$ cat src/sv/shell_token_lexer_core_defines.svh
// Assertion macros shared by the shell token lexer RTL.
`ifndef SHELL_TOKEN_LEXER_CORE_DEFINES_SVH
`define SHELL_TOKEN_LEXER_CORE_DEFINES_SVH

// Same-cycle implication, checked outside reset.
`define SHTL_ASSERT_NOW(lbl, ante, cons, msg) \
	lbl: assert property (@(posedge clk) disable iff (!arst_n) (ante) |-> (cons)) \
		else $error(msg);

// Next-cycle implication, checked outside reset.
`define SHTL_ASSERT_NEXT(lbl, ante, cons, msg) \
	lbl: assert property (@(posedge clk) disable iff (!arst_n) (ante) |=> (cons)) \
		else $error(msg);

`endif

$ cat src/sv/shtl_pkg.sv
// Types and constants shared by the shell token lexer modules.
package shtl_pkg;

	localparam int unsigned FIELD_W = 16;
	localparam logic [FIELD_W-1:0] LEN_MAX = '1;

	localparam logic [7:0] CH_NUL    = 8'h00;
	localparam logic [7:0] CH_TAB    = 8'h09;
	localparam logic [7:0] CH_CR     = 8'h0D;
	localparam logic [7:0] CH_SPACE  = 8'h20;
	localparam logic [7:0] CH_SEMI   = 8'h3B;
	localparam logic [7:0] CH_LPAREN = 8'h28;
	localparam logic [7:0] CH_RPAREN = 8'h29;
	localparam logic [7:0] CH_AMP    = 8'h26;
	localparam logic [7:0] CH_PIPE   = 8'h7C;

	typedef enum logic [2:0] {
		TK_WORD   = 3'd0,
		TK_SEMI   = 3'd1,
		TK_LPAREN = 3'd2,
		TK_RPAREN = 3'd3,
		TK_ANDAND = 3'd4,
		TK_OROR   = 3'd5,
		TK_END    = 3'd6,
		TK_BAD    = 3'd7
	} tok_kind_t;

	typedef struct packed {
		logic [7:0] ch;
		logic       end_of_source;
	} src_word_t;

	typedef struct packed {
		tok_kind_t          token_kind;
		logic [FIELD_W-1:0] token_pos;
		logic [FIELD_W-1:0] token_length;
		logic               last_of_item;
	} tok_word_t;

	// Tokens produced by one source byte: up to two, tok0 first.
	typedef struct packed {
		logic [1:0] count;
		tok_word_t  tok0;
		tok_word_t  tok1;
	} lex_res_t;

endpackage

$ cat src/sv/shtl_lex.sv
// Lexer state and per-byte token decode.
`include "shell_token_lexer_core_defines.svh"

module shtl_lex #(
	parameter int unsigned POS_WIDTH = 16
) (
	input  logic                clk,
	input  logic                arst_n,
	input  logic                go,
	input  shtl_pkg::src_word_t item,
	output shtl_pkg::lex_res_t  res
);

	localparam int unsigned LW = (POS_WIDTH > shtl_pkg::FIELD_W) ? POS_WIDTH : shtl_pkg::FIELD_W;
	localparam logic [POS_WIDTH-1:0] POS_MAX = '1;

	typedef enum logic [2:0] {
		M_IDLE = 3'd0,
		M_WORD = 3'd1,
		M_AMP  = 3'd2,
		M_PIPE = 3'd3,
		M_HALT = 3'd4
	} mode_t;

	mode_t                mode_q, mode_d;
	logic [POS_WIDTH-1:0] pos_q, pos_d, pos_inc;
	logic [POS_WIDTH-1:0] beg_q, beg_d;
	logic                 fin, is_ws, is_punct, word_byte, open_tok, st_emit;
	shtl_pkg::tok_kind_t  punct_kind;
	shtl_pkg::tok_word_t  st_tok;
	logic [7:0]           b;

	function automatic logic [shtl_pkg::FIELD_W-1:0] pos_lo(input logic [POS_WIDTH-1:0] p);
		logic [LW-1:0] x;
		x = LW'(p);
		return x[shtl_pkg::FIELD_W-1:0];
	endfunction

	// Length from start to stop, clamped to the field.
	function automatic logic [shtl_pkg::FIELD_W-1:0] span(input logic [POS_WIDTH-1:0] a,
			input logic [POS_WIDTH-1:0] z);
		logic [POS_WIDTH-1:0] d;
		logic [LW-1:0]        dx;
		d  = (z > a) ? z - a : '0;
		dx = LW'(d);
		if ((dx >> shtl_pkg::FIELD_W) != '0) begin
			return shtl_pkg::LEN_MAX;
		end
		return dx[shtl_pkg::FIELD_W-1:0];
	endfunction

	function automatic shtl_pkg::tok_word_t mk(input shtl_pkg::tok_kind_t k,
			input logic [shtl_pkg::FIELD_W-1:0] s, input logic [shtl_pkg::FIELD_W-1:0] n);
		shtl_pkg::tok_word_t t;
		t.token_kind   = k;
		t.token_pos    = s;
		t.token_length = n;
		t.last_of_item = 1'b0;
		return t;
	endfunction

	assign b        = item.ch;
	assign fin      = item.end_of_source || (b == shtl_pkg::CH_NUL);
	assign is_ws    = (b == shtl_pkg::CH_SPACE) || ((b >= shtl_pkg::CH_TAB) && (b <= shtl_pkg::CH_CR));
	assign is_punct = (b == shtl_pkg::CH_SEMI) || (b == shtl_pkg::CH_LPAREN) ||
		(b == shtl_pkg::CH_RPAREN);
	assign word_byte = !fin && !is_ws && !is_punct && (b != shtl_pkg::CH_AMP) &&
		(b != shtl_pkg::CH_PIPE);
	assign pos_inc  = (pos_q == POS_MAX) ? pos_q : pos_q + POS_WIDTH'(1);

	always_comb begin
		priority if (b == shtl_pkg::CH_SEMI) begin
			punct_kind = shtl_pkg::TK_SEMI;
		end else if (b == shtl_pkg::CH_LPAREN) begin
			punct_kind = shtl_pkg::TK_LPAREN;
		end else begin
			punct_kind = shtl_pkg::TK_RPAREN;
		end
	end

	always_comb begin
		mode_d   = mode_q;
		pos_d    = pos_q;
		beg_d    = beg_q;
		res      = '0;
		open_tok = 1'b0;
		st_emit  = 1'b0;
		st_tok   = '0;

		unique case (mode_q)
			M_HALT: begin
				if (fin) begin
					mode_d = M_IDLE;
					pos_d  = '0;
					beg_d  = '0;
				end
			end
			M_WORD: begin
				if (word_byte) begin
					pos_d = pos_inc;
				end else begin
					res.tok0  = mk(shtl_pkg::TK_WORD, pos_lo(beg_q), span(beg_q, pos_q));
					res.count = 2'd1;
					mode_d    = M_IDLE;
					open_tok  = 1'b1;
				end
			end
			M_AMP, M_PIPE: begin
				if (!fin && (b == ((mode_q == M_AMP) ? shtl_pkg::CH_AMP : shtl_pkg::CH_PIPE))) begin
					pos_d     = pos_inc;
					res.tok0  = mk((mode_q == M_AMP) ? shtl_pkg::TK_ANDAND : shtl_pkg::TK_OROR,
						pos_lo(beg_q), span(beg_q, pos_inc));
					res.count = 2'd1;
					mode_d    = M_IDLE;
				end else begin
					res.tok0  = mk(shtl_pkg::TK_BAD, pos_lo(beg_q), shtl_pkg::FIELD_W'(1));
					res.count = 2'd1;
					if (fin) begin
						mode_d = M_IDLE;
						pos_d  = '0;
						beg_d  = '0;
					end else begin
						mode_d = M_HALT;
					end
				end
			end
			default: begin
				mode_d   = M_IDLE;
				open_tok = 1'b1;
			end
		endcase

		// Start a new token with the current byte.
		if (open_tok) begin
			priority if (fin) begin
				st_emit = 1'b1;
				st_tok  = mk(shtl_pkg::TK_END, pos_lo(pos_q), '0);
				mode_d  = M_IDLE;
				pos_d   = '0;
				beg_d   = '0;
			end else if (is_ws) begin
				pos_d = pos_inc;
			end else if (is_punct) begin
				st_emit = 1'b1;
				st_tok  = mk(punct_kind, pos_lo(pos_q),
					(pos_q != POS_MAX) ? shtl_pkg::FIELD_W'(1) : '0);
				pos_d   = pos_inc;
			end else if ((b == shtl_pkg::CH_AMP) || (b == shtl_pkg::CH_PIPE)) begin
				beg_d  = pos_q;
				mode_d = (b == shtl_pkg::CH_AMP) ? M_AMP : M_PIPE;
				pos_d  = pos_inc;
			end else begin
				beg_d  = pos_q;
				mode_d = M_WORD;
				pos_d  = pos_inc;
			end
			if (st_emit) begin
				if (res.count == 2'd0) begin
					res.tok0 = st_tok;
				end else begin
					res.tok1 = st_tok;
				end
				res.count = res.count + 2'd1;
			end
		end

		if (res.count == 2'd1) begin
			res.tok0.last_of_item = 1'b1;
		end
		if (res.count == 2'd2) begin
			res.tok1.last_of_item = 1'b1;
		end
	end

	always_ff @(posedge clk or negedge arst_n) begin
		if (!arst_n) begin
			mode_q <= M_IDLE;
			pos_q  <= '0;
			beg_q  <= '0;
		end else if (go) begin
			mode_q <= mode_d;
			pos_q  <= pos_d;
			beg_q  <= beg_d;
		end
	end

	`SHTL_ASSERT_NOW(a_lex_pair_word_first, go && (res.count == 2'd2),
		res.tok0.token_kind == shtl_pkg::TK_WORD, "two tokens without a closing word")
	`SHTL_ASSERT_NOW(a_lex_halt_quiet, go && (mode_q == M_HALT), res.count == 2'd0,
		"token emitted while halted")
	`SHTL_ASSERT_NEXT(a_lex_bad_halts,
		go && (res.count != 2'd0) && (res.tok0.token_kind == shtl_pkg::TK_BAD),
		(mode_q == M_HALT) || (mode_q == M_IDLE), "bad token did not halt or restart")

endmodule

$ cat src/sv/shtl_outq.sv
// Four-entry token queue between the lexer and the output channel.
`include "shell_token_lexer_core_defines.svh"

module shtl_outq (
	input  logic                clk,
	input  logic                arst_n,
	input  shtl_pkg::lex_res_t  push,
	output logic                room,
	output logic                tok_valid,
	input  logic                tok_stall,
	output shtl_pkg::tok_word_t tok_word
);

	localparam int unsigned DEPTH = 4;
	localparam int unsigned AW    = $clog2(DEPTH);
	localparam int unsigned CW    = $clog2(DEPTH + 1);

	shtl_pkg::tok_word_t mem_q [DEPTH];
	logic [AW-1:0]       wr_q, rd_q;
	logic [CW-1:0]       cnt_q;
	logic                pop;

	assign tok_valid = (cnt_q != '0);
	assign tok_word  = mem_q[rd_q];
	assign pop       = tok_valid && !tok_stall;
	// Room for a full pair of tokens.
	assign room      = (cnt_q <= CW'(DEPTH - 2));

	always_ff @(posedge clk) begin
		if (push.count != 2'd0) begin
			mem_q[wr_q] <= push.tok0;
		end
		if (push.count == 2'd2) begin
			mem_q[wr_q + AW'(1)] <= push.tok1;
		end
	end

	always_ff @(posedge clk or negedge arst_n) begin
		if (!arst_n) begin
			wr_q  <= '0;
			rd_q  <= '0;
			cnt_q <= '0;
		end else begin
			wr_q  <= wr_q + AW'(push.count);
			rd_q  <= rd_q + AW'(pop);
			cnt_q <= cnt_q + CW'(push.count) - CW'(pop);
		end
	end

	`SHTL_ASSERT_NOW(a_outq_no_overflow, push.count != 2'd0, room,
		"tokens pushed without room")
	`SHTL_ASSERT_NEXT(a_outq_drain, pop && (push.count == 2'd0),
		cnt_q == $past(cnt_q) - CW'(1), "pop did not drain one entry")

endmodule

$ cat src/sv/shell_token_lexer_core.sv
// Top level of the streaming shell token lexer.
//
//   channel | direction | handshake          | word
//   --------+-----------+--------------------+-------------------------------
//   src     | in        | src_valid/src_stall| one source byte + end mark
//   tok     | out       | tok_valid/tok_stall| one token: kind, start, length
//
// A byte is taken into the input register, decoded against the lexer
// state once the queue has room for two tokens, and its zero, one or two
// tokens are written to a four-entry output queue. One byte per cycle
// while tokens drain as fast.
// src_stall rises only when a byte waits in the input register and the
// queue has fewer than two free entries; tok_stall backs up into it.
// Reset clears the lexer to idle at position 0 and empties the queue.
`include "shell_token_lexer_core_defines.svh"

module shell_token_lexer_core #(
	parameter int unsigned POS_WIDTH = 16
) (
	input  logic                clk,
	input  logic                arst_n,
	input  logic                src_valid,
	output logic                src_stall,
	input  shtl_pkg::src_word_t src_word,
	output logic                tok_valid,
	input  logic                tok_stall,
	output shtl_pkg::tok_word_t tok_word
);

	logic                valid_s1;
	shtl_pkg::src_word_t word_s1;
	logic                room, fire;
	shtl_pkg::lex_res_t  res, push;

	// Decode the held byte once the queue can take its tokens.
	assign fire      = valid_s1 && room;
	assign src_stall = valid_s1 && !room;

	always_ff @(posedge clk or negedge arst_n) begin
		if (!arst_n) begin
			valid_s1 <= 1'b0;
		end else if (!src_stall) begin
			valid_s1 <= src_valid;
		end
	end

	// Payload: load on accept, hold otherwise.
	always_ff @(posedge clk) begin
		if (src_valid && !src_stall) begin
			word_s1 <= src_word;
		end
	end

	shtl_lex #(
		.POS_WIDTH(POS_WIDTH)
	) u_lex (
		.clk    (clk),
		.arst_n (arst_n),
		.go     (fire),
		.item   (word_s1),
		.res    (res)
	);

	// Drop the decode result unless the byte is consumed this cycle.
	always_comb begin
		push = res;
		if (!fire) begin
			push.count = 2'd0;
		end
	end

	shtl_outq u_outq (
		.clk       (clk),
		.arst_n    (arst_n),
		.push      (push),
		.room      (room),
		.tok_valid (tok_valid),
		.tok_stall (tok_stall),
		.tok_word  (tok_word)
	);

	`SHTL_ASSERT_NEXT(a_top_accept_loads, src_valid && !src_stall, valid_s1,
		"accepted byte missing from input register")

endmodule

$ cat config.mk
export PLATFORM = sky130hd
export DESIGN_NAME = shell_token_lexer_core
export DESIGN_NICKNAME = d
export VERILOG_FILES = /design/src/sv/shtl_pkg.sv /design/src/sv/shtl_lex.sv /design/src/sv/shtl_outq.sv /design/src/sv/shell_token_lexer_core.sv
export VERILOG_INCLUDE_DIRS = /design/src /design/src/sv
export SDC_FILE = /design/constraint.sdc
export NUM_CORES = 1
export LEC_CHECK = 0
export BUFFER_PORTS_ARGS = -buffer_cell sky130_fd_sc_hd__buf_2
export CORE_MARGIN = 4
export CORE_UTILIZATION = 52
export DETAILED_ROUTE_END_ITERATION = 7
export PLACE_DENSITY_LB_ADDON = 0.05
export SKIP_CTS_REPAIR_TIMING = 1
export SLEW_MARGIN = 10
export SYNTH_ARGS = -nofsm -noshare
export SYNTH_HDL_FRONTEND = slang
export SYNTH_SLANG_ARGS = --single-unit
$ cat constraint.sdc
create_clock -name clk -period 11.65 [get_ports clk]
set_input_delay 1.165 -clock clk [delete_from_list [all_inputs] [get_ports clk]]
set_output_delay 1.165 -clock clk [all_outputs]
set_load 0.01 [all_outputs]
==> run_results.csv, run 1 <==
group,metric,value,unit
route,vias_per_cell,6.63,
route,firstDrtPassIters,5,
setup_path,critical_path.cell_chain,"nand4_1 -> nor4_1 -> nand4_1 -> nor2b_1 -> nand3_1 -> xnor2_1 -> ha_1 -> a211oi_1 -> nor2_1 -> o41a_1 -> or3b_2 -> a41oi_1 -> nor3_1 -> a2111oi_1 -> o22ai_1",
global_routing,grt_pass1_vias,8168,
route,wl_met2,14100,um
global_routing,antenna_found_initial,0,
route,met3_length,2270,um
finish,drive_gt1_frac,0.150,
sta,rsz0062_at_grt,"false",
pwr,p_clk_frac,0.228,
logic_synthesis,synth_top_cell_by_area,"edfxtp_1",
sta,hold_slack,0.469,ns
route,postRouteAntennaNets,0,
pwr,power_switching,1.10,mW
finish,fillers,1694,
global_routing,grt_usage,0.260,
sta,skew,0.0169,ns
sta,worst_slew_pin_slew,1.01,ns
sta,tns,0,ns
setup_path,critPathBufInv,0,
cts,clk_path_buf_depth,2,
cts,cts_made_buffers,17,
placement,dpl.hpwl,21300,um
logic_synthesis,synth-main-ff-cell,"edfxtp_1",
logic_synthesis,ys_seq_elements,196,
cts,clk_pin_slew,0.08,ns
setup_path,required,11.79,ns
finish,fin_cells,1280,
floorplanning,die-area,0.0232,mm2
pwr,power_frac_seq,0.342,
logic_synthesis,yosys.area.top_type_share,0.258,
route,avgRoutedWirePerCell,24.1,um
logic_synthesis,ys_async_sr_fraction,0.219,
global_routing,overflow,0,
cts,root_buffer,"clkbuf_16",
pwr,combPwrFrac,0.430,
finish,finalNetCount,1052,
pwr,sw_frac_of_total,0.400,
global_routing,grt_pass1_wl,47800,um
setup_path,critPathMaxStageDelay,0.81,ns
floorplanning,die_h,152,um
cts,cts_tree,"built",
logic_synthesis,ys_warn_count,0,
sta,max_freq,0.168,GHz
sta,period_needed,5.97,ns
setup_path,worst_setup_path_end_kind,"flip-flop",
setup_path,crit_top_cell,"nand4_1",
floorplanning,die_width,152,um
sta,drv_slew,0,
logic_synthesis,synth_common_cells,"edfxtp_1, o22ai_1, a22o_1, nand2_1, dfxtp_1",
route,routedLengthMet1,13600,um
global_routing,grt_max_degree,44,
pwr,irDropWorstVdd,91.6,uV
logic_synthesis,yosysMostFrequentCell,"edfxtp_1",
setup_path,worstSetupPathType,"flip-flop to flip-flop",
floorplanning,io_pins,51,
logic_synthesis,avgSynthCellArea,11.0,um2
logic_synthesis,synth.distinct_cells,75,
setup_path,crit_family,"simple AND/OR/NAND/NOR gates",
cts,cts.sinks,196,
finish,syn2layout_area_growth,9.32,%
setup_path,crit_slowest_cell,"a2111oi_1",
logic_synthesis,syn_area,0.0108,mm2
cts,clk_latency,0.44,ns
route,drt_iter0_drc,872,
job,max_cap_violations,0,
floorplanning,row_count,52,
floorplanning,start_util,0.532,
pwr,power.internal,1.65,mW
finish,diodes,0,
cts,h-tree-depth,4,
worst_hold_path,min_path_type,"flip-flop to flip-flop",
setup_path,worstPathMaxFanout,14,
sta,setup_viol,0,
sta,fin_ws,5.68,ns
sta,slew-limit-headroom,0.325,
logic_synthesis,netlist_instances,984,
pwr,power_leakage,4.46,nW
floorplanning,coreArea,0.0204,mm2
logic_synthesis,synth_nets,1039,
logic_synthesis,synth.area.top_cells,"edfxtp_1, dfxtp_1, dfrtp_1, mux4_2, a22o_1",
sta,hold_violations,0,
route,routed_wl,30800,um
route,route.detailed.drc,0,
logic_synthesis,synth_edf_count,93,
route,maxUsedRoutingLayer,"met4",
run_status,status,"complete, no violations",
pwr,p_per_area,232,mW/mm2
placement,pre_cts_ws,5.96,ns
placement,routabilityCongestion,0.951,
setup_path,critPathArrivalTime,6.11,ns
logic_synthesis,yosysSeqAreaShare,0.468,
placement,numPortBuffers,50,
sta,post-route-period-util,0.512,
setup_path,startpoint_type,"flip-flop",
placement,placed_cells,1248,
route,vias,8481,
-- worst reg2reg max path: stages, from the launching register on --
cell	delay, ns
dfrtp_1	0.60
nand4_1	0.29
nor4_1	0.61
nand4_1	0.65
nor2b_1	0.38
nand3_1	0.10
xnor2_1	0.19
ha_1	0.36
a211oi_1	0.23
nor2_1	0.10
o41a_1	0.34
or3b_2	0.47
a41oi_1	0.29
nor3_1	0.08
a2111oi_1	0.81
o22ai_1	0.20
-- metrics by stage --
step                      area [um2]  utilization  power, mW
final                          11900        0.582       2.75
after global placement         11200        0.551       2.12
after CTS                      11900        0.582       2.75
after detailed placement       11200        0.551       2.13
after floorplan                10800            -       1.79
after global routing           11900        0.582       2.90
-- cell usage in the layout, fill, tap and decap left out, types with 12 or more instances in the layout --
| cell type | netlist | final |
|---|---|---|
| dfrtp_1 | 43 | 42 |
| nand2_1 | 65 | 65 |
| o21ai_0 | 32 | 32 |
| inv_1 | 39 | 39 |
| mux4_2 | 36 | 36 |
| edfxtp_1 | 93 | 93 |
| nor3_1 | 13 | 13 |
| buf_2 | 3 | 50 |
| clkbuf_16 | 0 | 17 |
| dfxtp_1 | 60 | 60 |
| o22ai_1 | 84 | 84 |
| a21o_1 | 23 | 23 |
| nand3_1 | 30 | 30 |
| xnor2_1 | 25 | 25 |
| buf_4 | 0 | 13 |
| a22oi_1 | 17 | 17 |
| ha_1 | 39 | 39 |
| a21oi_1 | 37 | 37 |
| a22o_1 | 76 | 76 |
| and2_1 | 12 | 12 |
| nor2_1 | 37 | 37 |
-- layout make-up --
class	count	area, um2	share of cell area
sequential	196	5070	0.428
inverter	39	146	0.0123
multi-input combinational	680	5310	0.448
tap	270	338	0.0285
clock inverter	15	213	0.0179
timing repair buffer	63	348	0.0293
clock buffer	17	425	0.0359
-- metal layers --
metal  up-vias  track usage
met4         0       0.0912
met1      4145        0.378
met2       410        0.398
met5         -            0
li1       3868            -
met3        58       0.0403
-- flip-flops by register name, summed over array words and instances, names as in the netlist --
name,cells
u_outq.cnt_q,3
u_lex.mode_q,3
u_lex.pos_q,16
u_outq.wr_q,2
u_lex.beg_q,16
valid_s1,1
u_outq.mem_q,144
u_outq.rd_q,2
word_s1,9
-- power groups by stage --
stage | Sequential [mW] | Combinational, mW | Clock, mW
6_report | 0.941 | 1.18 | 0.627
5_1_grt | 0.954 | 1.28 | 0.661
4_1_cts | 0.938 | 1.19 | 0.630
3_5_place_dp | 0.953 | 1.18 | 0
3_3_place_gp | 0.949 | 1.17 | 0
2_1_floorplan | 0.915 | 0.880 | 0
-- final timing paths --
| path | slack [ns] | start | endpoint | cells after the start |
|---|---|---|---|---|
| max in group asynchronous | 10.09 | arst_n | u_outq.rd_q[0] | 1 |
| setup reg to reg | 5.68 | u_lex.pos_q[3] | u_outq.mem_q[1][1] | 15 |
| hold reg to reg | 0.47 | u_outq.mem_q[2][8] | u_outq.mem_q[2][8] | 1 |
| min in group asynchronous | 0.88 | arst_n | valid_s1 | 1 |
| setup / recovery | 5.68 | u_lex.pos_q[3] | u_outq.mem_q[1][1] | 15 |
| hold / removal | 0.47 | u_outq.mem_q[2][8] | u_outq.mem_q[2][8] | 1 |
-- cells by family after synthesis --
group           synth area share
mux                       0.0795
simple gates               0.107
fa+ha+maj                 0.0505
flops                      0.468
compound gates             0.223
buf+inv                   0.0433
xor+xnor                  0.0291
Note: power is estimated with default switching activity, not from simulation.
==> run 2: changes to the inputs <==
clock period = 5.3 ns   (was 11.65 ns; I/O delays follow)
==> run 2 against run 1 <==
Effect of this change:
- clock skew rose by 0.0031 ns
- combinational power rose by 120%
- die area did not move
- cell area rose by 1.7%
- sequential power rose by 120%
- highest routed layer unchanged
==> run_results.csv, run 2 (same netlist as run 1, synthesis figures left out) <==
group,metric,value,unit
run_status,status,"complete, no violations",
finish,drive_gt1_frac,0.174,
setup_path,startpoint_type,"flip-flop",
global_routing,grt_pass1_wl,47900,um
sta,hold_violations,0,
route,avgRoutedWirePerCell,23.6,um
cts,cts_tree,"built",
floorplanning,die-area,0.0232,mm2
setup_path,crit_family,"compound AO/OA/AOI/OAI gates",
floorplanning,start_util,0.532,
placement,placed_area,0.0114,mm2
floorplanning,die_width,152,um
finish,finalNetCount,1079,
sta,slew-limit-headroom,0.295,
finish,fillers,1699,
cts,cts_made_buffers,17,
route,route.detailed.drc,0,
worst_hold_path,min_path_type,"primary input to asynchronous set/reset pin",
setup_path,worstSetupPathType,"flip-flop to flip-flop",
floorplanning,io_pins,51,
global_routing,grt_usage,0.263,
cts,h-tree-depth,4,
setup_path,critPathMaxStageDelay,0.61,ns
pwr,p_per_area,505,mW/mm2
floorplanning,coreArea,0.0204,mm2
cts,clk_pin_slew,0.08,ns
finish,reg.largest.list,"u_outq.mem_q (144), u_lex.beg_q (16), u_lex.pos_q (16)",
sta,period_needed,4.90,ns
finish,largest_reg_flops,144,
cts,cts.sinks,196,
placement,numPortBuffers,50,
setup_path,crit_slowest_cell,"a2111oi_1",
setup_path,critical_path.startpoint,"u_lex.pos_q[0]",
floorplanning,die_h,152,um
pwr,irDropWorstVdd,298,uV
setup_path,reg2reg_from,"u_lex.pos_q[0]",
finish,design_area,0.0121,mm2
setup_path,worst_setup_path_end_kind,"flip-flop",
route,firstDrtPassIters,5,
finish,multiInputGateArea,0.00532,mm2
sta,post-route-period-util,0.925,
setup_path,critPathBufInv,3,
global_routing,overflow,0,
finish,diodes,0,
cts,clk_latency,0.45,ns
setup_path,critPathArrivalTime,5.05,ns
finish,top_register,"u_outq.mem_q",
sta,setup_viol,0,
finish,final_common_cell,"edfxtp_1",
sta,tns,0,ns
setup_path,worstPathMaxFanout,9,
global_routing,antenna_found_initial,0,
job,max_cap_violations,0,
finish,mostFrequentLayoutCells,"edfxtp_1, o22ai_1, a22o_1, nand2_1, dfxtp_1",
sta,drv_slew,0,
route,vias,8556,
sta,worst_slew_pin_slew,1.06,ns
route,postRouteAntennaNets,0,
floorplanning,row_count,52,
cts,root_buffer,"clkbuf_16",
sta,skew,0.0199,ns
setup_path,critical_path.cell_chain,"ha_1 -> nand2_1 -> nor4_1 -> buf_4 -> nand4_1 -> buf_4 -> xnor2_1 -> ha_1 -> inv_1 -> fa_1 -> nand3_1 -> a21oi_1 -> o41a_1 -> or3b_2 -> a41oi_1 -> nor3_1 -> a2111oi_1 -> o22ai_1",
pwr,power_leakage,4.60,nW
finish,syn2layout_area_growth,11.2,%
cts,clk_path_buf_depth,2,
placement,dpl.hpwl,21500,um
pwr,finalPower,6.09,mW
sta,rsz0062_at_grt,"false",
route,vias_per_cell,6.55,
global_routing,grt_max_degree,44,
placement,routabilityCongestion,0.914,
finish,area.sequential,0.00507,mm2
setup_path,required,5.45,ns
route,routed_wl,30900,um
route,drt_iter0_drc,824,
sta,max_freq,0.204,GHz
global_routing,grt_pass1_vias,8172,
[run 2: metal layers]
| layer | global-route usage | part of all wire |
|---|---|---|
| met1 | 0.382 | 0.43 |
| met2 | 0.413 | 0.47 |
| met3 | 0.0406 | 0.085 |
| met4 | 0.0711 | 0.020 |
| met5 | 0 | 0 |
[run 2: worst paths after layout]
path / end / slack [ns] / cells after the start
worst max-delay path: u_outq.mem_q[1][1] / 0.40 / 18
max in group asynchronous: u_outq.rd_q[0] / 4.33 / 1
worst max register to register: u_outq.mem_q[1][1] / 0.40 / 18
min in group clk: word_s1[2] / 0.26 / 1
worst min register to register: u_outq.mem_q[2][8] / 0.47 / 1
worst min-delay path: u_outq.rd_q[1] / 0.26 / 1
[run 2: final cells by class]
type,count,area share
inverters,39,0.0121
repair buffers,90,0.0457
well taps,270,0.0280
multi-input cells,680,0.441
clock inverters,15,0.0168
flip-flops and latches,196,0.421
clock buffers,17,0.0353
[run 2: through the flow]
step	hold slack, ns	setup slack [ns]	instances	utilization
after global placement	0.450	0.564	1275	0.561
after floorplan	0.234	0.561	984	-
after global routing	0.252	0.0579	1307	0.592
final	0.258	0.399	1307	0.592
after CTS	0.243	0.361	1307	0.592
after detailed placement	0.447	0.414	1275	0.561
[run 2: power breakdown]
group          internal [mW]  switching (mW)  leakage (nW)  total, mW
registers               1.88           0.201          1.91       2.08
clock network          0.666           0.703         0.307       1.37
logic                   1.11            1.53          2.38       2.64
